`src/rtl/core/imu_bcd_frame_parser_defines.svh`:
```
// Assertion macros shared by the frame parser modules.
`ifndef IMU_BCD_FRAME_PARSER_DEFINES_SVH
`define IMU_BCD_FRAME_PARSER_DEFINES_SVH

// Property that must hold at every clock edge outside reset.
`define IBFP_ASSERT(label, prop, msg) \
  label: assert property (@(posedge clk) disable iff (rst) prop) else $error(msg);

// Condition that must never be true outside reset.
`define IBFP_ASSERT_NEVER(label, cond, msg) \
  label: assert property (@(posedge clk) disable iff (rst) !(cond)) else $error(msg);

`endif

```
`src/rtl/core/ibfp_pkg.sv`:
```
// Types, constants and decode helpers of the BCD frame parser.
package ibfp_pkg;

  localparam int FRAME_BYTES = 57;
  localparam int FIELD_COUNT = 16;
  localparam int ANGLE_FIELDS = 12;

  typedef logic [5:0] fill_t;
  localparam fill_t FILL_ARM  = 6'd56;
  localparam fill_t FILL_FULL = 6'd57;

  localparam logic [3:0] QTY_LAST = 4'd15;

  localparam logic [27:0] VALUE_MAX   = 28'd98099019;
  localparam logic [27:0] ACCEL_SCALE = 28'd981;
  localparam logic [27:0] QUAT_SCALE  = 28'd100;

  localparam logic [2:0] PLACES_ANGLE = 3'd2;
  localparam logic [2:0] PLACES_ACCEL = 3'd6;
  localparam logic [2:0] PLACES_MAGN  = 3'd5;
  localparam logic [2:0] PLACES_QUAT  = 3'd6;

  // Register index taken from paddr[2].
  localparam logic REG_HEADER = 1'b0;

  typedef enum logic [1:0] {
    GRP_PLAIN,
    GRP_ACCEL,
    GRP_MAGN,
    GRP_QUAT
  } qty_group_t;

  // Four bytes of one field, first byte on top; three-byte fields have a zero low byte.
  typedef logic [FIELD_COUNT-1:0][31:0] field_arr_t;

  typedef struct packed {
    logic hit;
    logic near_full;
  } win_status_t;

  // Low nibble of byte 0, then both nibbles of bytes 1 and 2, as decimal digits.
  function automatic logic [17:0] bcd5(input logic [23:0] b);
    logic [17:0] acc;
    acc = 18'(b[19:16]) * 18'd10000
        + 18'(b[15:12]) * 18'd1000
        + 18'(b[11:8])  * 18'd100
        + 18'(b[7:4])   * 18'd10
        + 18'(b[3:0]);
    return acc;
  endfunction

  function automatic qty_group_t qty_group(input logic [3:0] qty);
    qty_group_t g;
    if (qty >= 4'd12) begin
      g = GRP_QUAT;
    end else if (qty >= 4'd9) begin
      g = GRP_MAGN;
    end else if (qty >= 4'd3 && qty <= 4'd5) begin
      g = GRP_ACCEL;
    end else begin
      g = GRP_PLAIN;
    end
    return g;
  endfunction

  function automatic logic [2:0] places_of(input qty_group_t g);
    logic [2:0] p;
    unique case (g)
      GRP_PLAIN: p = PLACES_ANGLE;
      GRP_ACCEL: p = PLACES_ACCEL;
      GRP_MAGN:  p = PLACES_MAGN;
      GRP_QUAT:  p = PLACES_QUAT;
      default:   p = PLACES_ANGLE;
    endcase
    return p;
  endfunction

endpackage

```
`src/rtl/core/ibfp_ifs.sv`:
```
// Valid/ready channel interfaces for received bytes and decoded results.
interface ibfp_byte_if;
  logic       valid;
  logic       ready;
  logic [7:0] rx_byte;

  modport source (output valid, output rx_byte, input ready);
  modport sink (input valid, input rx_byte, output ready);
endinterface

interface ibfp_result_if;
  logic               valid;
  logic               ready;
  logic [3:0]         quantity;
  logic signed [27:0] value;
  logic [2:0]         decimal_places;
  logic               last;

  modport source (output valid, output quantity, output value, output decimal_places,
                  output last, input ready);
  modport sink (input valid, input quantity, input value, input decimal_places,
                input last, output ready);
endinterface

```
`src/rtl/core/imu_bcd_frame_parser.sv`:
```
// Top level of the inertial sensor BCD frame parser with its register port.
//
//   channel  | dir | handshake     | payload
//   ---------+-----+---------------+---------------------------------------------
//   rx       | in  | valid / ready | rx_byte[7:0]
//   result   | out | valid / ready | quantity[3:0] value[27:0] decimal_places[2:0] last
//   apb      | in  | psel/penable  | paddr[2:0] pwdata[31:0] -> prdata[31:0]
//
// One received byte is taken every cycle while rx.ready is high. A byte that
// completes a good frame hands 16 fields to the decode sequencer, which issues
// one request per cycle while stage one can take it, through two registered
// stages ahead of the result channel.
// Reset (rst, synchronous) empties the window, zeroes the header register and
// drops all pending results. A stalled sink only holds off rx once the window
// holds 56 or more bytes while the previous frame's fields are still queued.
module imu_bcd_frame_parser #(
  parameter int HEADER_BYTES = 4
) (
  input  logic          clk,
  input  logic          rst,
  ibfp_byte_if.sink     rx,
  ibfp_result_if.source result,
  input  logic          psel,
  input  logic          penable,
  input  logic          pwrite,
  input  logic [2:0]    paddr,
  input  logic [31:0]   pwdata,
  output logic [31:0]   prdata,
  output logic          pready
);

  logic                   rx_fire;
  logic [31:0]            header_word;
  logic                   dec_busy;
  ibfp_pkg::win_status_t  win_status;
  ibfp_pkg::field_arr_t   win_fields;

  // Register port: single header register at word 0; other words read zero.
  assign pready = 1'b1;
  assign prdata = (paddr[2] == ibfp_pkg::REG_HEADER) ? header_word : 32'd0;

  always_ff @(posedge clk) begin
    if (rst) begin
      header_word <= '0;
    end else if (psel && penable && pwrite && paddr[2] == ibfp_pkg::REG_HEADER) begin
      header_word <= pwdata;
    end
  end

  // The window can complete a frame only from the arm point on, so bytes are
  // refused there only while the decoder still holds the previous frame.
  assign rx.ready = !dec_busy || !win_status.near_full;
  assign rx_fire  = rx.valid && rx.ready;

  ibfp_window #(
    .HEADER_BYTES (HEADER_BYTES)
  ) u_window (
    .clk         (clk),
    .rst         (rst),
    .accept      (rx_fire),
    .rx_byte     (rx.rx_byte),
    .header_word (header_word),
    .status      (win_status),
    .fields      (win_fields)
  );

  // A detected frame loads straight into the decoder's field buffer.
  ibfp_decode u_decode (
    .clk    (clk),
    .rst    (rst),
    .load   (win_status.hit),
    .fields (win_fields),
    .busy   (dec_busy),
    .result (result)
  );

endmodule

```
`src/rtl/core/ibfp_window.sv`:
```
// Byte window, running checksum, header match and frame detection.
`include "imu_bcd_frame_parser_defines.svh"

module ibfp_window #(
  parameter int HEADER_BYTES = 4
) (
  input  logic                     clk,
  input  logic                     rst,
  input  logic                     accept,
  input  logic [7:0]               rx_byte,
  input  logic [31:0]              header_word,
  output ibfp_pkg::win_status_t    status,
  output ibfp_pkg::field_arr_t     fields
);

  logic [7:0]      sreg [ibfp_pkg::FRAME_BYTES];
  logic [7:0]      sum;
  logic [7:0]      sum_next;
  ibfp_pkg::fill_t fill_count;
  ibfp_pkg::fill_t fill_next;
  logic            header_ok;
  logic            near_full;
  logic            hit;

  // Running sum of window bytes 1..55 after the shift this byte causes.
  always_comb begin
    sum_next = sum - sreg[1] + sreg[ibfp_pkg::FRAME_BYTES-1];
  end

  // The shifted window's header bytes sit one place up in the current one.
  always_comb begin
    header_ok = 1'b1;
    for (int i = 0; i < 4; i++) begin
      if (i < HEADER_BYTES && sreg[i+1] != header_word[31-8*i -: 8]) begin
        header_ok = 1'b0;
      end
    end
  end

  assign near_full = (fill_count >= ibfp_pkg::FILL_ARM);
  assign hit       = accept && near_full && header_ok && (sum_next == rx_byte);

  always_comb begin
    priority if (!accept) begin
      fill_next = fill_count;
    end else if (hit) begin
      fill_next = '0;
    end else if (fill_count < ibfp_pkg::FILL_FULL) begin
      fill_next = fill_count + 6'd1;
    end else begin
      fill_next = fill_count;
    end
  end

  // Field bytes as they will stand in the window once this byte is in.
  always_comb begin
    for (int k = 0; k < ibfp_pkg::FIELD_COUNT; k++) begin
      if (k < ibfp_pkg::ANGLE_FIELDS) begin
        fields[k] = {sreg[4+3*k+1], sreg[4+3*k+2], sreg[4+3*k+3], 8'h00};
      end else begin
        fields[k] = {sreg[40+4*(k-12)+1], sreg[40+4*(k-12)+2],
                     sreg[40+4*(k-12)+3], sreg[40+4*(k-12)+4]};
      end
    end
  end

  assign status.hit       = hit;
  assign status.near_full = near_full;

  always_ff @(posedge clk) begin
    if (rst) begin
      fill_count <= '0;
      sum        <= '0;
      for (int i = 0; i < ibfp_pkg::FRAME_BYTES; i++) begin
        sreg[i] <= '0;
      end
    end else begin
      fill_count <= fill_next;
      if (accept) begin
        sum <= sum_next;
        for (int i = 0; i < ibfp_pkg::FRAME_BYTES - 1; i++) begin
          sreg[i] <= sreg[i+1];
        end
        sreg[ibfp_pkg::FRAME_BYTES-1] <= rx_byte;
      end
    end
  end

  `IBFP_ASSERT(a_hit_clears_fill, hit |=> fill_count == 6'd0, "window not emptied after a frame")
  `IBFP_ASSERT(a_fill_steps, accept && !near_full |=> fill_count == $past(fill_count) + 6'd1, "fill count did not advance")

endmodule

```
`src/rtl/core/ibfp_decode.sv`:
```
// Field sequencer and two-stage BCD decode feeding the result channel.
`include "imu_bcd_frame_parser_defines.svh"

module ibfp_decode (
  input  logic                 clk,
  input  logic                 rst,
  input  logic                 load,
  input  ibfp_pkg::field_arr_t fields,
  output logic                 busy,
  ibfp_result_if.source        result
);

  // Sequencer: field buffer shifted down by one field per issued result.
  logic        seq_active;
  logic [3:0]  k;
  logic [31:0] fld [ibfp_pkg::FIELD_COUNT];
  logic        seq_fire;

  // Stage one: digit sums.
  logic        s1_valid;
  logic [3:0]  s1_qty;
  logic        s1_neg;
  logic [17:0] s1_digits;
  logic [7:0]  s1_tail;
  logic        s1_ready;
  logic        s1_take;

  // Stage two: scale, clamp and sign.
  logic                   s2_ready;
  ibfp_pkg::qty_group_t   grp;
  logic [27:0]            mag_wide;
  logic [27:0]            mag_sat;
  logic signed [27:0]     value_next;
  logic [7:0]             tail_next;

  assign s2_ready = !result.valid || result.ready;
  assign s1_ready = !s1_valid || s2_ready;
  assign s1_take  = s1_valid && s2_ready;
  assign seq_fire = seq_active && s1_ready;
  assign busy     = seq_active;

  // Two trailing quaternion digits: high nibble tens, low nibble units.
  assign tail_next = 8'(fld[0][7:4]) * 8'd10 + 8'(fld[0][3:0]);

  always_ff @(posedge clk) begin
    if (rst) begin
      seq_active <= 1'b0;
      k          <= '0;
    end else if (load) begin
      seq_active <= 1'b1;
      k          <= '0;
    end else if (seq_fire) begin
      k <= k + 4'd1;
      if (k == ibfp_pkg::QTY_LAST) begin
        seq_active <= 1'b0;
      end
    end
  end

  always_ff @(posedge clk) begin
    if (load) begin
      for (int i = 0; i < ibfp_pkg::FIELD_COUNT; i++) begin
        fld[i] <= fields[i];
      end
    end else if (seq_fire) begin
      for (int i = 0; i < ibfp_pkg::FIELD_COUNT - 1; i++) begin
        fld[i] <= fld[i+1];
      end
    end
  end

  always_ff @(posedge clk) begin
    if (rst) begin
      s1_valid <= 1'b0;
    end else if (seq_fire) begin
      s1_valid <= 1'b1;
    end else if (s1_take) begin
      s1_valid <= 1'b0;
    end
  end

  always_ff @(posedge clk) begin
    if (seq_fire) begin
      s1_qty    <= k;
      s1_neg    <= (fld[0][31:28] != 4'd0);
      s1_digits <= ibfp_pkg::bcd5(fld[0][31:8]);
      s1_tail   <= tail_next;
    end
  end

  always_comb begin
    grp = ibfp_pkg::qty_group(s1_qty);
    unique case (grp)
      ibfp_pkg::GRP_ACCEL: mag_wide = 28'(s1_digits) * ibfp_pkg::ACCEL_SCALE;
      ibfp_pkg::GRP_QUAT:  mag_wide = 28'(s1_digits) * ibfp_pkg::QUAT_SCALE + 28'(s1_tail);
      default:             mag_wide = 28'(s1_digits);
    endcase
    mag_sat    = (mag_wide > ibfp_pkg::VALUE_MAX) ? ibfp_pkg::VALUE_MAX : mag_wide;
    value_next = s1_neg ? -$signed(mag_sat) : $signed(mag_sat);
  end

  always_ff @(posedge clk) begin
    if (rst) begin
      result.valid <= 1'b0;
    end else if (s1_take) begin
      result.valid <= 1'b1;
    end else if (result.ready) begin
      result.valid <= 1'b0;
    end
  end

  always_ff @(posedge clk) begin
    if (s1_take) begin
      result.quantity       <= s1_qty;
      result.value          <= value_next;
      result.decimal_places <= ibfp_pkg::places_of(grp);
      result.last           <= (s1_qty == ibfp_pkg::QTY_LAST);
    end
  end

  `IBFP_ASSERT_NEVER(a_load_while_busy, load && seq_active, "frame loaded while fields still pending")
  `IBFP_ASSERT(a_seq_ends, seq_fire && k == ibfp_pkg::QTY_LAST |=> !seq_active, "sequencer ran past the last field")
  `IBFP_ASSERT(a_last_is_quat, result.valid && result.last |-> result.quantity == ibfp_pkg::QTY_LAST, "last flag on a wrong field")

endmodule
```
`src/flat_wrapper.sv`:
```
// flat-port wrapper written by rule: the top's interface ports become plain ports
module imu_bcd_frame_parser_flat 
#(
  parameter int HEADER_BYTES = 4
)
  (clk, rst, psel, penable, pwrite, paddr, pwdata, prdata, pready, rx_valid, rx_rx_byte, rx_ready, result_valid, result_quantity, result_value, result_decimal_places, result_last, result_ready);
  ibfp_byte_if rx_i ();
  ibfp_result_if result_i ();
  input  logic clk;
  input  logic rst;
  input  logic psel;
  input  logic penable;
  input  logic pwrite;
  input  logic [2:0] paddr;
  input  logic [31:0] pwdata;
  output logic [31:0] prdata;
  output logic pready;
  input wire logic [$bits(rx_i.valid)-1:0] rx_valid;
  input wire logic [$bits(rx_i.rx_byte)-1:0] rx_rx_byte;
  output wire logic [$bits(rx_i.ready)-1:0] rx_ready;
  output wire logic [$bits(result_i.valid)-1:0] result_valid;
  output wire logic [$bits(result_i.quantity)-1:0] result_quantity;
  output wire logic [$bits(result_i.value)-1:0] result_value;
  output wire logic [$bits(result_i.decimal_places)-1:0] result_decimal_places;
  output wire logic [$bits(result_i.last)-1:0] result_last;
  input wire logic [$bits(result_i.ready)-1:0] result_ready;
  assign rx_i.valid = rx_valid;
  assign rx_i.rx_byte = rx_rx_byte;
  assign rx_ready = rx_i.ready;
  assign result_valid = result_i.valid;
  assign result_quantity = result_i.quantity;
  assign result_value = result_i.value;
  assign result_decimal_places = result_i.decimal_places;
  assign result_last = result_i.last;
  assign result_i.ready = result_ready;
  imu_bcd_frame_parser #(.HEADER_BYTES(HEADER_BYTES)) u_core (.clk(clk), .rst(rst), .rx(rx_i), .result(result_i), .psel(psel), .penable(penable), .pwrite(pwrite), .paddr(paddr), .pwdata(pwdata), .prdata(prdata), .pready(pready));
endmodule
```
`config.mk`:
```
export PLATFORM = sky130hd
export DESIGN_NAME = imu_bcd_frame_parser_flat
export DESIGN_NICKNAME = d
export VERILOG_FILES = /design/src/rtl/core/ibfp_pkg.sv /design/src/rtl/core/ibfp_ifs.sv /design/src/rtl/core/imu_bcd_frame_parser.sv /design/src/rtl/core/ibfp_window.sv /design/src/rtl/core/ibfp_decode.sv /design/src/flat_wrapper.sv
export VERILOG_INCLUDE_DIRS = /design/src /design/src/rtl/core
export SDC_FILE = /design/constraint.sdc
export NUM_CORES = 2
export LEC_CHECK = 0
export BUFFER_PORTS_ARGS = -buffer_cell sky130_fd_sc_hd__buf_2
export CAP_MARGIN = 20
export CORE_ASPECT_RATIO = 0.5
export CORE_MARGIN = 1.5
export CORE_UTILIZATION = 48
export DETAILED_ROUTE_END_ITERATION = 12
export SLEW_MARGIN = 15
export SYNTH_ARGS = -nofsm -noshare
export SYNTH_HDL_FRONTEND = slang
export SYNTH_HIERARCHICAL = 1
export SYNTH_SLANG_ARGS = --single-unit
```
`constraint.sdc`:
```
create_clock -name clk -period 34 [get_ports clk]
set_input_delay 8.5 -clock clk [delete_from_list [all_inputs] [get_ports clk]]
set_output_delay 8.5 -clock clk [all_outputs]
set_load 0.02 [all_outputs]
```
# --- Yosys cells after proc, flatten, opt, wreduce, memory -nomap -nowiden ---
# Memory sizes are Yosys's and may differ from the RTL's.
# Index checks and enable logic that the tools add are counted.
op_classes:
  n_mul: 7
  n_reduce_logical: 28
  n_addsub: 11
  order_cmp: 7
  muxes: 103
  n_eq_ne: 10
  n_bitwise: 73
ops:
  columns: ["operator", "count"]
  rows:
  - ["$mux W32", 16]
  - ["$mux W8", 57]
  - ["$or A1 B1 Y1", 72]
  - ["$mux W28", 2]
  - ["$pmux W28 S2", 1]
  - ["$ne A8 B8 Y1", 4]
  - ["$gt A28 B27 Y1 const B", 1]
  - ["$mul A18 B10 Y28 const B", 1]
  - ["$neg A28 Y28", 1]
  - ["$add A25 B8 Y26", 1]
  - ["$mul A18 B5 Y23 const B", 1]
  - ["$mux W1", 22]
  - ["$add A18 B11 Y18", 1]
  - ["$add A18 B14 Y18", 1]
  - ["$add A18 B4 Y18", 1]
  - ["$add A18 B8 Y18", 1]
  - ["$mul A4 B10 Y14 const B", 1]
  - ["$mul A4 B3 Y7 const B", 2]
  - ["$mux W6", 2]
  - ["$mul A4 B7 Y11 const B", 1]
  - ["$logic_and A1 B1 Y1", 10]
  - ["$reduce_bool A2 Y1", 5]
  - ["$mul A4 B5 Y9 const B", 1]
  - ["$pmux W3 S3", 1]
  - ["other kinds (22)", 33]
totals:
  wordCells: 256
  in_bits: 50
  out_inout_bits: 71
  ramBits: 968
  n_memories: 2
  regBits: 120
memory_table:
  columns: ["name", "depth", "width", "read_ports", "rd_ports_with_merged_regs", "write_ports", "line", "source"]
  rows:
  - ["u_core.u_decode.fld", 16, 32, 16, 0, 16, "ibfp_decode.sv:16", "logic [31:0] fld [ibfp_pkg::FIELD_COUNT];"]
  - ["u_core.u_window.sreg", 57, 8, 56, 0, 57, "ibfp_window.sv:16", "logic [7:0] sreg [ibfp_pkg::FRAME_BYTES];"]

# --- Logic depth before layout (Yosys ltp) ---
logic_depth:
  depth_word: 11
  ltp_mapped: 34
  mapped_depth_nobuf: 33

# --- Modules after synthesis ---
# Netlist, hierarchy kept.
by_module_without_submodules:
  columns: ["module", "area_each_um2", "n_inst", "cells_each", "seq_area_each_um2"]
  rows:
  - ["ibfp_decode", 34287.9, 1, 2497, 17526.8]
  - ["ibfp_window", 19678.9, 1, 1359, 13733.2]
  - ["imu_bcd_frame_parser", 1706.6, 1, 179, 640.6]

# --- Worst setup path before layout ---
# Ideal clock, no wire load.
synth_path:
  kind: "input-to-output"
  from: "in paddr[2]"
  to: "out prdata[0]"
  t_arrival_ns: 9.013
  setup_slack_ns: 16.487
  n_path_buf: 1
  required_time_ns: 25.500
  cell_stages: 2
  cell_sequence: "clkbuf_1 nor2b_1"
synth_between:
  elab_chain_len: 1
synth_lines:
  columns: ["element", "line", "source"]
  rows:
  - ["start, declared", "flat_wrapper.sv:14", "input logic [2:0] paddr;"]
  - ["$mux W32", "imu_bcd_frame_parser.sv:40", "assign prdata = (paddr[2] == ibfp_pkg::REG_HEADER) ? header_word : 32'd0;"]
  - ["end, declared", "flat_wrapper.sv:16", "output logic [31:0] prdata;"]
# Every way passes these cells.

# --- Final worst setup path ---
layout_path:
  from: "in paddr[2]"
  to: "out prdata[31]"
# The elaborated chain is that of the path after synthesis.

==> metrics.txt <==
worst clock skew=55.5 ps; pwr/cell area=46.2 nW/µm²; Leakage=23.4 nW; Inserted Clock Buffers=98; XOR/XNOR share of the synthesized area=2.08%; final setup fails=0; simple-gate area share of the yosys netlist=around a tenth; Syn Area/Cell=13.8 µm²; Core ar.=115,000 µm²; drt wl/cell=~17 µm; status=completed; wire length of the first global-routing pass=160,000 µm; Yosys cell types=110; CTS tree=done; Initial Util=between 40% and 50%; startpoint class of the critical path=primary input; clk_lat worst skew=710 ps; clock-pin slew on the worst setup and hold paths=60 ps; nets=4,430; GP Congestion=roughly 0.86; worst endpoint required time=25,500 ps; post-cts gate resize count=0; largest net degree at the start of global routing=261; critical path class=in -> out; Hold Crit Class=reg -> reg; CP arrival=9350 ps; max-cap viol count=0; Buffers on Ports=117; Yosys top cell area share=between 50% and 60%; Synth Warn #=6; die area=118,000 µm²; Rows=88; Avg Vias per Cell=slightly above 5; Worst Tran Pin Value=around 1400 ps; Pre-antenna DRT Iters=7; I/O pin count=121; part of the cycle the worst path needs=52.5%; clock buffer depth=3; initial antenna violation count=0; fmax=roughly 56 MHz; Seq/Total Area, Yosys=57.3%; synth top area cells=edfxtp_1, mux2_2, ha_1; Root Driver=clkbuf_16; Sink Count=1,080; Layout area overhead=7.58%; pre-CTS WS=~16,000 ps; post-synthesis mux area share=10.6%; Post-CTS Setup Inserts=0; Max rail drop VDD=between 40 and 50 µV; Die H=244 µm; Syn Inst Count=between 4,000 and 5,000; most used flip-flop cell after synthesis=edfxtp_1; Final Cell Area=59,900 µm²; remaining global-route overflow=0; main combinational cell family by area after synthesis=multiplexers; leading area contributor after synthesis=edfxtp_1; Post-synth EDFFs=1,027; vias in the first global route=29,800; Cell Area, Placed=56,800 µm²; vias=29,100; Adder-Cell Fraction of Synth Area=9.57%; Post-DP HPWL=60,800 µm; Rel. slew slack=a little under a tenth; drt drc=0; asr flop ratio synth=0%; layout cells sized above 1=around a fifth; final worst slack=16,150 ps; RSZ-0062 raised after global routing=false; minimum clock period=17,850 ps; dpl cells=5,457; Hold Buf Count CTS=0; Slew Limit Fails=0; post-route ant nets=0; Ant. Diodes=0; htree depth=3; Tot GR Track Use=16.7%; Final Hold Viols=0; Worst Setup End Kind=output pin; # fillers=9,714; initial DRC count=~1,800; Crit Path Max Fanout=33; compound-cell area share of the yosys netlist=4.62%; #FFs+latches synth=1,080; Post-Syn Area=55,700 µm²; Setup TNS Final=0 ps; fin cells=5,634; Post-Route WL=97,200 µm; width of the die=485 µm
where the power goes:
part	switching [mW]	internal, mW
Sequential	0.0206	1.50
Clock	0.491	0.591
Combinational	0.0933	0.0749
layout make-up:
cell class / instances / area [µm²] / share of cell area [%]
inverters: 303 / 1140 / 1.90
repair buffers: 142 / 857 / 1.43
clock inverters: 48 / 513 / 0.856
clock buffers: 128 / 2610 / 4.35
flip-flops and latches: 1080 / 31900 / 53.3
well taps: 1530 / 1910 / 3.20
multi-input cells: 2403 / 21000 / 35.0
critical path: stages:
cell and delay [ps]:
buf_2 410, and2b_2 270, buf_2 150
cells by family after synthesis:
| kind of cell | after synthesis |
|---|---|
| flip-flops | 1080 |
| AND/OR/NAND/NOR | 945 |
| buffers and inverters | 647 |
| multiplexers | 532 |
| adder cells (fa/ha/maj) | 352 |
| AO/OA/AOI/OAI | 348 |
| XOR/XNOR | 129 |
| other | 2 |
registers in the layout, indices dropped and copies added, names as in the netlist:
signal	flops
u_core/u_decode/s1_valid	1
u_core/u_decode/s1_digits	18
u_core/u_decode/k	4
u_core/u_decode/result.quantity	4
u_core/u_decode/busy	1
u_core/u_decode/s1_qty	4
u_core/u_decode/result.decimal_places	3
u_core/u_window/sum	8
u_core/u_decode/result.value	28
u_core/header_word	32
u_core/u_decode/s1_tail	8
u_core/u_decode/result.last	1
u_core/u_decode/result.valid	1
u_core/u_decode/fld	512
u_core/u_decode/s1_neg	1
u_core/u_window/sreg	448
u_core/u_window/fill_count	6
layout by cell type, fill, tap and decap left out, types with 37 or more instances in the layout:
| cell type | Yosys | layout |
|---|---|---|
| xor2_1 | 61 | 61 |
| nor2_1 | 89 | 89 |
| edfxtp_1 | 1027 | 1027 |
| fa_1 | 123 | 123 |
| mux2_2 | 480 | 480 |
| conb_1 | 2 | 97 |
| dfxtp_1 | 53 | 53 |
| nor2b_1 | 220 | 218 |
| mux2i_1 | 51 | 51 |
| nand2_1 | 78 | 78 |
| buf_2 | 7 | 116 |
| clkbuf_16 | 0 | 98 |
| nand2b_1 | 78 | 77 |
| ha_1 | 229 | 229 |
| nor3_1 | 37 | 37 |
| a21oi_1 | 64 | 63 |
| and2_1 | 273 | 273 |
| o21ai_0 | 63 | 63 |
| xnor2_1 | 66 | 66 |
| inv_1 | 303 | 303 |
metal layers:
metal	routed length (µm)	share of wire (%)	GRT usage (%)	vias up
met5	0	0	0	-
met4	1880	1.9	4.09	0
met3	3010	3.1	2.77	137
met2	43600	45	26.0	334
met1	48700	50	24.3	14500
li1	-	-	-	14100
metrics by stage:
stage	util (%)	power, mW	hold WS, ps
2_1_floorplan	-	1.69	400
6_report	52.0	2.77	428
4_1_cts	52.0	2.81	431
5_1_grt	52.0	2.88	442
3_5_place_dp	49.3	1.71	406
3_3_place_gp	49.3	1.71	402
cells in the mapped netlist, types with 29 or more instances:
| cell type | count |
|---|---|
| mux2i_1 | 51 |
| buf_4 | 187 |
| nand2b_1 | 78 |
| a21oi_1 | 64 |
| edfxtp_1 | 1027 |
| nor2b_1 | 220 |
| ha_1 | 229 |
| dfxtp_1 | 53 |
| fa_1 | 123 |
| xnor2_1 | 66 |
| nor3_1 | 37 |
| inv_1 | 303 |
| o21ai_0 | 63 |
| xor2_1 | 61 |
| nand4_1 | 29 |
| and2_1 | 273 |
| a21o_1 | 35 |
| clkbuf_1 | 141 |
| nand2_1 | 78 |
| nor2_1 | 89 |
| mux2_2 | 480 |
path summary, 6_finish.rpt:
check / slack [ps] / cells past startpoint / startpoint / to
hold reg to reg: 430 / 0 / u_core/u_decode/fld[0][0] / u_core/u_decode/s1_tail[0]
hold / removal: 430 / 0 / u_core/u_decode/fld[0][0] / u_core/u_decode/s1_tail[0]
setup reg to reg: 23750 / 32 / u_core/u_decode/s1_digits[5] / u_core/u_decode/result.value[24]
setup / recovery: 16150 / 3 / paddr[2] / prdata[31]
(Power assumes the default switching activity.)
